<file path="src/sha_pkg.sv">
// sha-256 stream hasher package: round constants, initial hash values, fsm state type
// no dependencies
package sha_pkg;

    typedef enum logic [2:0] {
        ST_IDLE,
        ST_LOAD,
        ST_ROUND,
        ST_FOLD,
        ST_PAD,
        ST_EMIT
    } t_state;

    localparam logic [7:0] PAD_BYTE = 8'h80;
    localparam logic [5:0] LEN_POS  = 6'd56;

    function automatic logic [31:0] f_iv(input logic [2:0] idx);
        logic [31:0] v;
        case (idx)
            3'd0: v = 32'h6a09e667;
            3'd1: v = 32'hbb67ae85;
            3'd2: v = 32'h3c6ef372;
            3'd3: v = 32'ha54ff53a;
            3'd4: v = 32'h510e527f;
            3'd5: v = 32'h9b05688c;
            3'd6: v = 32'h1f83d9ab;
            default: v = 32'h5be0cd19;
        endcase
        return v;
    endfunction

    localparam logic [31:0] RC [64] = '{
        32'h428a2f98, 32'h71374491, 32'hb5c0fbcf, 32'he9b5dba5,
        32'h3956c25b, 32'h59f111f1, 32'h923f82a4, 32'hab1c5ed5,
        32'hd807aa98, 32'h12835b01, 32'h243185be, 32'h550c7dc3,
        32'h72be5d74, 32'h80deb1fe, 32'h9bdc06a7, 32'hc19bf174,
        32'he49b69c1, 32'hefbe4786, 32'h0fc19dc6, 32'h240ca1cc,
        32'h2de92c6f, 32'h4a7484aa, 32'h5cb0a9dc, 32'h76f988da,
        32'h983e5152, 32'ha831c66d, 32'hb00327c8, 32'hbf597fc7,
        32'hc6e00bf3, 32'hd5a79147, 32'h06ca6351, 32'h14292967,
        32'h27b70a85, 32'h2e1b2138, 32'h4d2c6dfc, 32'h53380d13,
        32'h650a7354, 32'h766a0abb, 32'h81c2c92e, 32'h92722c85,
        32'ha2bfe8a1, 32'ha81a664b, 32'hc24b8b70, 32'hc76c51a3,
        32'hd192e819, 32'hd6990624, 32'hf40e3585, 32'h106aa070,
        32'h19a4c116, 32'h1e376c08, 32'h2748774c, 32'h34b0bcb5,
        32'h391c0cb3, 32'h4ed8aa4a, 32'h5b9cca4f, 32'h682e6ff3,
        32'h748f82ee, 32'h78a5636f, 32'h84c87814, 32'h8cc70208,
        32'h90befffa, 32'ha4506ceb, 32'hbef9a3f7, 32'hc67178f2
    };

    function automatic logic [31:0] f_ror(input logic [31:0] x, input int n);
        return (x >> n) | (x << (32 - n));
    endfunction

endpackage

</file>
<file path="src/sha_if.sv">
// valid/ready channel interfaces for the sha-256 stream hasher
// no dependencies
interface sha_in_if;
    logic       valid;
    logic       ready;
    logic [7:0] data_byte;
    logic       has_byte;
    logic       message_end;
    modport source (output valid, data_byte, has_byte, message_end, input ready);
    modport sink (input valid, data_byte, has_byte, message_end, output ready);
endinterface

interface sha_out_if;
    logic        valid;
    logic        ready;
    logic [31:0] digest_word;
    logic [2:0]  word_index;
    logic        last_word;
    modport source (output valid, digest_word, word_index, last_word, input ready);
    modport sink (input valid, digest_word, word_index, last_word, output ready);
endinterface

</file>
<file path="src/sha256_stream_hasher_top.sv">
// sha-256 stream hasher top level: byte buffer memory, control fsm, chaining words
// depends on sha_pkg, sha_if, sha_round
// a byte that fills no block is written to the buffer; a full block brings
// buffer reads and schedule load, 64 rounds and one fold, and no bytes are
// taken meanwhile; an end marker adds padding writes, one or two blocks, then
// 8 digest words; throughput is set by the byte-wide block buffer writes and the
// one-round-per-cycle compression
// reset: synchronous active-low; chaining words, fill and length return to start
module sha256_stream_hasher_top
    import sha_pkg::*;
(
    input logic  i_clk,
    input logic  i_rst_n,
    sha_in_if.sink    s_in,
    sha_out_if.source m_out
);
    // block buffer as 16 words of 32 bits, byte-enable writes, registered read
    logic [31:0] r_mem [16];
    logic [31:0] r_rd;

    t_state      r_state, n_state;
    logic [5:0]  r_fill;      // buffered bytes 0..63
    logic [63:0] r_bits;      // message length in bits
    logic [31:0] r_chain [8];
    logic [6:0]  r_cnt;       // round / load / emit counter
    logic        r_fin;       // digest pending after current block
    logic        r_len;       // this block carries the length field
    logic        r_pad_done;  // 0x80 marker already written for this message
    logic [31:0] vars [8];

    logic       mem_we;
    logic [5:0] mem_wa;
    logic [7:0] mem_wd;
    logic [3:0] mem_ra;

    logic init, ld, step;

    // byte write, big-endian lane within the word
    always_ff @(posedge i_clk) begin
        if (mem_we) begin
            r_mem[mem_wa[5:2]][8 * (3 - mem_wa[1:0]) +: 8] <= mem_wd;
        end
        r_rd <= r_mem[mem_ra];
    end

    // word fed to the schedule: length field overrides the last two words
    logic [31:0] ld_word;
    always_comb begin
        ld_word = r_rd;
        if (r_len && r_cnt == 7'd15) ld_word = r_bits[63:32];
        if (r_len && r_cnt == 7'd16) ld_word = r_bits[31:0];
    end

    sha_round u_round (
        .i_clk   (i_clk),
        .i_init  (init),
        .i_chain (r_chain),
        .i_load  (ld),
        .i_word  (ld_word),
        .i_step  (step),
        .i_round (r_cnt[5:0]),
        .o_vars  (vars)
    );

    wire acc = s_in.valid && s_in.ready;

    // next state
    always_comb begin
        n_state = r_state;
        unique case (r_state)
            ST_IDLE: begin
                if (acc) begin
                    if (s_in.has_byte && r_fill == 6'd63) n_state = ST_LOAD;
                    else if (s_in.message_end) n_state = ST_PAD;
                end
            end
            ST_LOAD:  if (r_cnt == 7'd16) n_state = ST_ROUND;
            ST_ROUND: if (r_cnt == 7'd63) n_state = ST_FOLD;
            ST_FOLD:  begin
                if (r_len) n_state = ST_EMIT;
                else if (r_fin) n_state = ST_PAD;
                else n_state = ST_IDLE;
            end
            // pad writes 0x80 then zeros up to byte 55 (length fits) or to the block end
            ST_PAD: begin
                if (r_fill == 6'd55 || r_fill == 6'd63) n_state = ST_LOAD;
            end
            ST_EMIT: if (m_out.ready && r_cnt == 7'd7) n_state = ST_IDLE;
            default: n_state = ST_IDLE;
        endcase
    end

    // outputs
    always_comb begin
        s_in.ready = (r_state == ST_IDLE);
        mem_we = 1'b0;
        mem_wa = r_fill;
        mem_wd = 8'h00;
        mem_ra = r_cnt[3:0];
        init = 1'b0;
        ld = 1'b0;
        step = 1'b0;
        unique case (r_state)
            ST_IDLE: begin
                mem_we = acc && s_in.has_byte;
                mem_wd = s_in.data_byte;
                mem_ra = 4'd0;
            end
            ST_LOAD: begin
                // r_cnt 0 issues read 0; each word arrives in the following cycle from the registered read
                mem_ra = r_cnt[3:0];
                init = (r_cnt == 7'd0);
                ld = (r_cnt != 7'd0);
            end
            ST_ROUND: step = 1'b1;
            ST_PAD: begin
                mem_we = 1'b1;
                mem_wd = r_pad_done ? 8'h00 : PAD_BYTE;
            end
            default: ;
        endcase
        m_out.valid = (r_state == ST_EMIT);
        m_out.digest_word = r_chain[r_cnt[2:0]];
        m_out.word_index = r_cnt[2:0];
        m_out.last_word = (r_cnt[2:0] == 3'd7);
    end

    always_ff @(posedge i_clk) begin
        if (!i_rst_n) begin
            r_state <= ST_IDLE;
            r_fill <= '0;
            r_bits <= '0;
            r_cnt <= '0;
            r_fin <= 1'b0;
            r_len <= 1'b0;
            r_pad_done <= 1'b0;
            for (int k = 0; k < 8; k++) r_chain[k] <= f_iv(3'(k));
        end else begin
            r_state <= n_state;
            unique case (r_state)
                ST_IDLE: begin
                    r_cnt <= '0;
                    if (acc) begin
                        r_fin <= s_in.message_end;
                        r_len <= 1'b0;
                        r_pad_done <= 1'b0;
                        if (s_in.has_byte) begin
                            r_fill <= r_fill + 6'd1;
                            r_bits <= r_bits + 64'd8;
                        end
                    end
                end
                ST_LOAD: begin
                    r_cnt <= (r_cnt == 7'd16) ? 7'd0 : r_cnt + 7'd1;
                end
                ST_ROUND: r_cnt <= r_cnt + 7'd1;
                ST_FOLD: begin
                    r_cnt <= '0;
                    for (int k = 0; k < 8; k++) r_chain[k] <= r_chain[k] + vars[k];
                end
                ST_PAD: begin
                    r_cnt <= r_cnt + 7'd1;
                    r_fill <= r_fill + 6'd1;
                    r_pad_done <= 1'b1;
                    if (r_fill == 6'd55 || r_fill == 6'd63) begin
                        // stopping at byte 55 leaves room for the length
                        r_len <= (r_fill == 6'd55);
                        r_cnt <= '0;
                        r_fill <= '0;
                    end
                end
                ST_EMIT: begin
                    if (m_out.ready) begin
                        r_cnt <= r_cnt + 7'd1;
                        if (r_cnt == 7'd7) begin
                            r_cnt <= '0;
                            r_fin <= 1'b0;
                            r_len <= 1'b0;
                            r_bits <= '0;
                            r_fill <= '0;
                            for (int k = 0; k < 8; k++) r_chain[k] <= f_iv(3'(k));
                        end
                    end
                end
                default: ;
            endcase
        end
    end
endmodule

</file>
<file path="src/sha_round.sv">
// sha-256 round datapath: working variables and 16-word rolling message schedule
// depends on sha_pkg
module sha_round
    import sha_pkg::*;
(
    input  logic        i_clk,
    input  logic        i_init,
    input  logic [31:0] i_chain [8],
    input  logic        i_load,
    input  logic [31:0] i_word,
    input  logic        i_step,
    input  logic [5:0]  i_round,
    output logic [31:0] o_vars [8]
);
    logic [31:0] r_w [16];
    logic [31:0] r_v [8];
    logic [31:0] wi, s0, s1, t1, t2, b0, b1, ch, mj;

    always_comb begin
        s0 = f_ror(r_w[1], 7) ^ f_ror(r_w[1], 18) ^ (r_w[1] >> 3);
        s1 = f_ror(r_w[14], 17) ^ f_ror(r_w[14], 19) ^ (r_w[14] >> 10);
        // first 16 rounds use the loaded words, then the expanded schedule
        wi = (i_round < 6'd16) ? r_w[0] : (r_w[0] + s0 + r_w[9] + s1);
        b1 = f_ror(r_v[4], 6) ^ f_ror(r_v[4], 11) ^ f_ror(r_v[4], 25);
        ch = (r_v[4] & r_v[5]) ^ (~r_v[4] & r_v[6]);
        t1 = r_v[7] + b1 + ch + RC[i_round] + wi;
        b0 = f_ror(r_v[0], 2) ^ f_ror(r_v[0], 13) ^ f_ror(r_v[0], 22);
        mj = (r_v[0] & r_v[1]) ^ (r_v[0] & r_v[2]) ^ (r_v[1] & r_v[2]);
        t2 = b0 + mj;
    end

    always_ff @(posedge i_clk) begin
        if (i_init) begin
            r_v <= i_chain;
        end else if (i_step) begin
            r_v[7] <= r_v[6];
            r_v[6] <= r_v[5];
            r_v[5] <= r_v[4];
            r_v[4] <= r_v[3] + t1;
            r_v[3] <= r_v[2];
            r_v[2] <= r_v[1];
            r_v[1] <= r_v[0];
            r_v[0] <= t1 + t2;
        end
        if (i_load || i_step) begin
            for (int k = 0; k < 15; k++) r_w[k] <= r_w[k + 1];
            r_w[15] <= i_load ? i_word : wi;
        end
    end

    assign o_vars = r_v;
endmodule
</file>
<file path="src/flat_wrapper.sv">
// flat-port wrapper written by rule: the top's interface ports become plain ports
module sha256_stream_hasher_top_flat import sha_pkg::*;
  (i_clk, i_rst_n, s_in_valid, s_in_data_byte, s_in_has_byte, s_in_message_end, s_in_ready, m_out_valid, m_out_digest_word, m_out_word_index, m_out_last_word, m_out_ready);
  sha_in_if s_in_i ();
  sha_out_if m_out_i ();
  input logic i_clk;
  input logic i_rst_n;
  input wire logic [$bits(s_in_i.valid)-1:0] s_in_valid;
  input wire logic [$bits(s_in_i.data_byte)-1:0] s_in_data_byte;
  input wire logic [$bits(s_in_i.has_byte)-1:0] s_in_has_byte;
  input wire logic [$bits(s_in_i.message_end)-1:0] s_in_message_end;
  output wire logic [$bits(s_in_i.ready)-1:0] s_in_ready;
  output wire logic [$bits(m_out_i.valid)-1:0] m_out_valid;
  output wire logic [$bits(m_out_i.digest_word)-1:0] m_out_digest_word;
  output wire logic [$bits(m_out_i.word_index)-1:0] m_out_word_index;
  output wire logic [$bits(m_out_i.last_word)-1:0] m_out_last_word;
  input wire logic [$bits(m_out_i.ready)-1:0] m_out_ready;
  assign s_in_i.valid = s_in_valid;
  assign s_in_i.data_byte = s_in_data_byte;
  assign s_in_i.has_byte = s_in_has_byte;
  assign s_in_i.message_end = s_in_message_end;
  assign s_in_ready = s_in_i.ready;
  assign m_out_valid = m_out_i.valid;
  assign m_out_digest_word = m_out_i.digest_word;
  assign m_out_word_index = m_out_i.word_index;
  assign m_out_last_word = m_out_i.last_word;
  assign m_out_i.ready = m_out_ready;
  sha256_stream_hasher_top u_core (.i_clk(i_clk), .i_rst_n(i_rst_n), .s_in(s_in_i), .m_out(m_out_i));
endmodule
</file>
<file path="config.mk">
export PLATFORM = sky130hd
export DESIGN_NAME = sha256_stream_hasher_top_flat
export DESIGN_NICKNAME = d
export VERILOG_FILES = /design/src/sha_pkg.sv /design/src/sha_if.sv /design/src/sha256_stream_hasher_top.sv /design/src/sha_round.sv /design/src/flat_wrapper.sv
export SDC_FILE = /design/constraint.sdc
export NUM_CORES = 2
export LEC_CHECK = 0
export BUFFER_PORTS_ARGS = -buffer_cell sky130_fd_sc_hd__buf_4
export CAP_MARGIN = 10
export CORE_MARGIN = 5
export CORE_UTILIZATION = 50
export CTS_CLUSTER_DIAMETER = 30
export DETAILED_ROUTE_END_ITERATION = 6
export PLACE_DENSITY = 0.69
export SYNTH_ARGS = -nofsm -noshare
export SYNTH_HDL_FRONTEND = slang
export SYNTH_SLANG_ARGS = --single-unit
</file>
<file path="constraint.sdc">
create_clock -name i_clk -period 25.4 [get_ports i_clk]
set_input_delay 3.81 -clock i_clk [delete_from_list [all_inputs] [get_ports i_clk]]
set_output_delay 3.81 -clock i_clk [all_outputs]
set_load 0.01 [all_outputs]
</file>
==> Yosys cells after proc, flatten, opt, wreduce, memory -nomap -nowiden <==
Memories as Yosys holds them, arrays and structs flattened. A register that Yosys moved wholly into a read port is not among the register bits.
Index checks and enable logic that the tools add are counted.
{ "classes": {"reduce_logical": 26, "order_cmp": 3, "shifts": 2, "mux": 59, "n_eq_ne": 21, "bitwise_logic": 29, "add_sub_neg": 23} }
{ "ops": {"columns": ["cell", "n"], "rows": [
  ["$mux W256", 4],
  ["$add A32 B32 Y32", 18],
  ["$pmux W256 S2", 1],
  ["$mux W32", 9],
  ["$xor A32 B32 Y32", 9],
  ["$mux W64", 4],
  ["$and A32 B32 Y32", 5],
  ["$pmux W64 S2", 1],
  ["$bmux W32 S3", 1],
  ["$add A64 B4 Y64 const B", 1],
  ["$pmux W7 S5", 1],
  ["$neg A32 Y34", 1],
  ["$shift A8 B34 Y32 const A", 1],
  ["$shiftx A8 B34 Y32", 1],
  ["$not A32 Y32", 1],
  ["$or A10 B32 Y32", 1],
  ["$or A13 B32 Y32", 1],
  ["$or A14 B32 Y32", 1],
  ["$or A15 B32 Y32", 1],
  ["$or A19 B32 Y32", 1],
  ["$or A21 B32 Y32", 1],
  ["$or A25 B32 Y32", 1],
  ["$or A26 B32 Y32", 1],
  ["$or A30 B32 Y32", 1],
  ["47 further kinds", 96]
]} }
{ "totals": {"reg_bits": 595, "mem_bits_ro": 2048, "inputBits": 14, "mem_count": 3, "ramBits": 1024} }
{ "mem_list": {"columns": ["name", "words", "word_bits", "rd", "rd_clocked_by_memory_dff", "write_ports", "line_no", "rtl"], "rows": [
  ["(no name shown)", 64, 32, 1, 0, 0, "sha_round.sv:26", "t1 = r_v[7] + b1 + ch + RC[i_round] + wi;"],
  ["u_core.r_mem", 16, 32, 1, 1, 1, "sha256_stream_hasher_top.sv:18", "logic [31:0] r_mem [16];"],
  ["u_core.u_round.r_w", 16, 32, 16, 0, 16, "sha_round.sv:15", "logic [31:0] r_w [16];"]
]} }

==> Longest topological paths before layout <==
{ "logic_depth": {"ltp_word": 11, "mapped_depth": 47} }

==> By module <==
From an unflattened synthesis, not the netlist that was laid out.
{ "unflattened": {"cells_unflattened": 8159, "area_unflattened_um2": 91283.8} }
{ "modules_own_cells": {"columns": ["module", "seq_area_each_um2", "instances", "cells_each", "area_per_inst_um2"], "rows": [
  ["sha256_stream_hasher_top", 22741.8, 1, 4735, 48016.1],
  ["sha_round", 23062.1, 1, 3424, 43267.7]
]} }

==> Worst setup path after synthesis <==
No wires, ideal clock.
{ "synth_timing": {"path_type": "register to register", "startpoint": "register u_core.r_state[0]", "endpoint": "memory u_core.u_round.r_w[0][0] (enable)", "setup_ps": 1497, "stages_incl_launch_ff": 4, "n_path_buf": 1, "setup_slack_ps": -203, "arrival_ps": 24106, "path_cell_list": "dfxtp_1 > clkbuf_1 > nand2b_1 > o21bai_1"} }
{ "synth_rtl": {"columns": ["item", "line_no", "rtl"], "rows": [
  ["start: declaration", "sha256_stream_hasher_top.sv:21", "t_state r_state, n_state;"],
  ["start signal: assignment", "sha256_stream_hasher_top.sv:139", "r_state <= n_state;"],
  ["end: declaration", "sha_round.sv:15", null]
]} }

==> results.md <==
* Status: finished, violations left
* Violations in the final reports: design-rule violations
* Chip Width at between 400 and 500 microns
* Start point of the worst min-delay path: u_core.u_round.r_w[1][178]
* Total setup buffers inserted after CTS at 0
* Number of antenna violations at the first check in global routing at 2
* Post-route cell area at 106000 sq um
* Max-slew headroom at the worst pin at around an eighth
* Relative area change from synthesis to final layout at 16.3%
* Count of input and output buffers at a little over 50
* Average cell area after synthesis at approximately 11 sq um
* Io pins at 52
* Routed wire length at 290000 microns
* Worst path setup slack after routing at about 14 ns
* Final-layout fill cell count at ~14000
* Max-Cap Viols at 0
* Sequential cell area fraction in the yosys report at a little over 50%
* Final estimated routing congestion in global placement at between 0.9 and 1
* Setup CP Type: reg -> reg
* Length of the first detailed-routing pass in iterations at 7
* Clock latency of the later-clocked register in the worst-skew pair at about 0.95 ns
* Initial detailed-routing violation count at 8665
* DIE HEIGHT at between 400 and 500 microns
* Post-Synthesis Net Count at approximately 9000
* Number of hold-repair buffers added at the cts stage at 0
* Core Area at roughly 180000 sq um
* Launch instance of the worst register-to-register path: u_core.u_round.r_w[0][40]
* Pre-CTS setup slack at ~14 ns
* Via/cell ratio at slightly above 6
* Most common cell type on the critical path: fa_1
* Final Non-Filler Cells at around 11000
* Post-DRT Antenna Nets at 0
* Worst-Margin Slew at 1.30 ns
* Yosys cell types at 90
* Cell taking the most area after synthesis: edfxtp_1
* Average wire per standard cell at ~26 microns
* Total global routing track utilization at just under 30%
* Share of layout cells above drive strength 1 at 11.6%
* Number of levels in the clock H-tree at 5
* Num Clock Sinks at 1648
* Worst Path Max Fanout at 5
* Setup repair after global routing missed its margin: no
* Fmax achieved at 85.3 MHz
* Clock tree buffer depth at 4
* Wire length of the first global-routing pass at between 400000 and 500000 microns
* Final worst clock skew at ~0.08 ns
* Delay of the slowest critical-path stage at approximately 0.59 ns
* Dpl hpwl at approximately 200000 microns
* Routed vias at 68900
* Post-synthesis register bit count at roughly 1600
* Clock transition at the registers of the reported paths at roughly 0.05 ns
* Fin crit period at between 10 and 15 ns
* Top post-synthesis cells by area: edfxtp_1 42%, dfxtp_1 8.1%, ha_1 5.5%
* Data arrival at the endpoint of the critical path at about 12 ns
* Clock tree from TritonCTS: yes
* Pin count of the biggest net entering global routing at around 180
* Congestion Overflow GR at 0
* Number of warning messages in the yosys log at 0
* Classification of the worst-slack hold path: reg -> reg
* Synth top area share at between 40% and 50%
* Vias in the first global route at ~66000
* Post-synth top flop: edfxtp_1
* Number of endpoints with negative hold slack in the final report at 0
* Category of the worst setup path capture point: flip-flop
* Number of buffers inserted during clock tree synthesis at 370
* Final max-slew violation count at 0
* Total negative setup slack at 0 ns
* Nature of the critical path startpoint: flip-flop
* Critical Path Start: u_core.u_round.r_w[0][40]
* Initial Util at around half
* Die area at roughly 190000 sq um
* Post-synthesis instance area at 90700 sq um
* Final Cycle Share at between 40 and 50%
* Quantity of gates resized following cts at 0
* Number of rows created at floorplan at 156
* Mapped Cells at ~8400
* Number of synthesized flops with an enable pin at approximately 1300
* DRC violations left at 1
* Placed standard-cell area at between 90000 and 100000 sq um
* Final-report setup violation count at 0
* Layout Nets at 9067
* Cell chosen for the clock root: clkbuf_16
* Slowest stage cell on the critical path: fa_1
* Fraction of registers with async set/reset at 0%
* Placed cell count at 10500
* Critical path data required time at roughly 26 ns
-- critical path, delay by kind of cell (launching register included) --
family / cells / cell delay, ns
AOI/OAI and AO/OA: 19 / 4.55
xor gates and xnor gates: 4 / 0.83
adders and majority gates: 10 / 4.31
buffers and inverters: 6 / 0.39
DFF: 1 / 0.48
and+or+nand+nor: 6 / 0.91
-- cells in the mapped netlist, types with 12 or more instances --
cell type,number
a211oi_1,48
a31oi_1,88
nand2_1,1186
buf_1,41
maj3_1,28
a22oi_1,65
xnor2_1,406
mux4_2,73
a221oi_1,44
o221ai_1,37
xor2_1,210
a31o_2,16
a21o_1,170
o21ai_0,431
nor2b_1,55
o211ai_1,64
nand4_1,33
nor4_1,13
or3_1,44
clkbuf_1,392
and3_1,73
o21bai_1,43
nand3_1,158
a2111oi_0,13
a311oi_1,20
or2_2,12
inv_1,427
edfxtp_1,1280
nor3_1,73
nor2_1,547
a21oi_1,565
o22ai_1,103
o21a_1,61
o311ai_0,13
o31ai_1,55
dfxtp_1,368
ha_1,398
fa_1,196
nand2b_1,57
mux2_2,159
a21boi_0,16
and2_1,16
mux2i_1,121
a211o_1,14
-- routing by layer --
| layer | vias up | share of wire (%) | wire (microns) | GRT usage (%) |
|---|---|---|---|---|
| met2 | 3757 | 43 | 124000 | 43.3 |
| met4 | 0 | 4.3 | 12300 | 12.0 |
| met3 | 666 | 11 | 31200 | 7.20 |
| met5 | - | 0 | 0 | 0 |
| met1 | 33900 | 42 | 122000 | 42.4 |
| li1 | 30600 | - | - | - |
-- metrics by stage --
stage	utilization, %	hold WS, ns
2_1_floorplan	-	0.400
3_3_place_gp	51.6	0.400
3_5_place_dp	51.6	0.405
4_1_cts	58.4	0.361
5_1_grt	58.4	0.367
6_report	58.4	0.373
-- flip-flops by register name (all words and copies together), names as in the netlist --
register               flops
u_core.r_mem             512
u_core.u_round.r_w       512
u_core.r_chain           256
u_core.u_round.o_vars    256
u_core.r_bits             61
u_core.r_rd               32
u_core.r_cnt               7
u_core.mem_wa              6
u_core.r_state             3
u_core.r_fin               1
u_core.r_len               1
u_core.r_pad_done          1
-- cells by family after synthesis --
kind of cell             count (synthesis)  share of synthesized area, %
AO/OA/AOI/OAI                         1958                          13.6
XOR/XNOR                               617                          5.97
adder cells (fa/ha/maj)                622                          10.1
buffers and inverters                  876                          3.67
flip-flops                            1648                          50.5
multiplexers                           353                          5.12
AND/OR/NAND/NOR                       2325                          11.1
-- layout make-up --
type	count	area, sq um	share of cell area, %
multi-input cells	5875	41800	39.6
diodes	3	7.51	0.00712
repair buffers	132	1070	1.01
clock buffers	451	9860	9.35
inverters	432	1620	1.54
clock inverters	216	2380	2.25
well taps	2370	2970	2.81
flip-flops and latches	1648	45800	43.4
-- worst paths after layout --
path                                endpoint  slack, ns  depth (start not counted)
setup reg to reg  u_core.u_round.o_vars[255]      13.67                         45
setup / recovery  u_core.u_round.o_vars[255]      13.67                         45
hold / removal    u_core.u_round.r_w[1][146]       0.37                          0
hold reg to reg   u_core.u_round.r_w[1][146]       0.37                          0
-- cell usage in the layout, fill, tap and decap left out, types with 159 or more instances in the layout --
cell type  instances
xnor2_1          406
nand2_1         1179
clkbuf_16        378
edfxtp_1        1280
fa_1             196
xor2_1           210
nor2_1           542
a21oi_1          564
ha_1             398
a21o_1           170
dfxtp_1          362
mux2_2           159
o21ai_0          426
inv_1            426
Power is not shown: default switching activity piles up to over one toggle a cycle in this logic, so the estimate is an artifact.
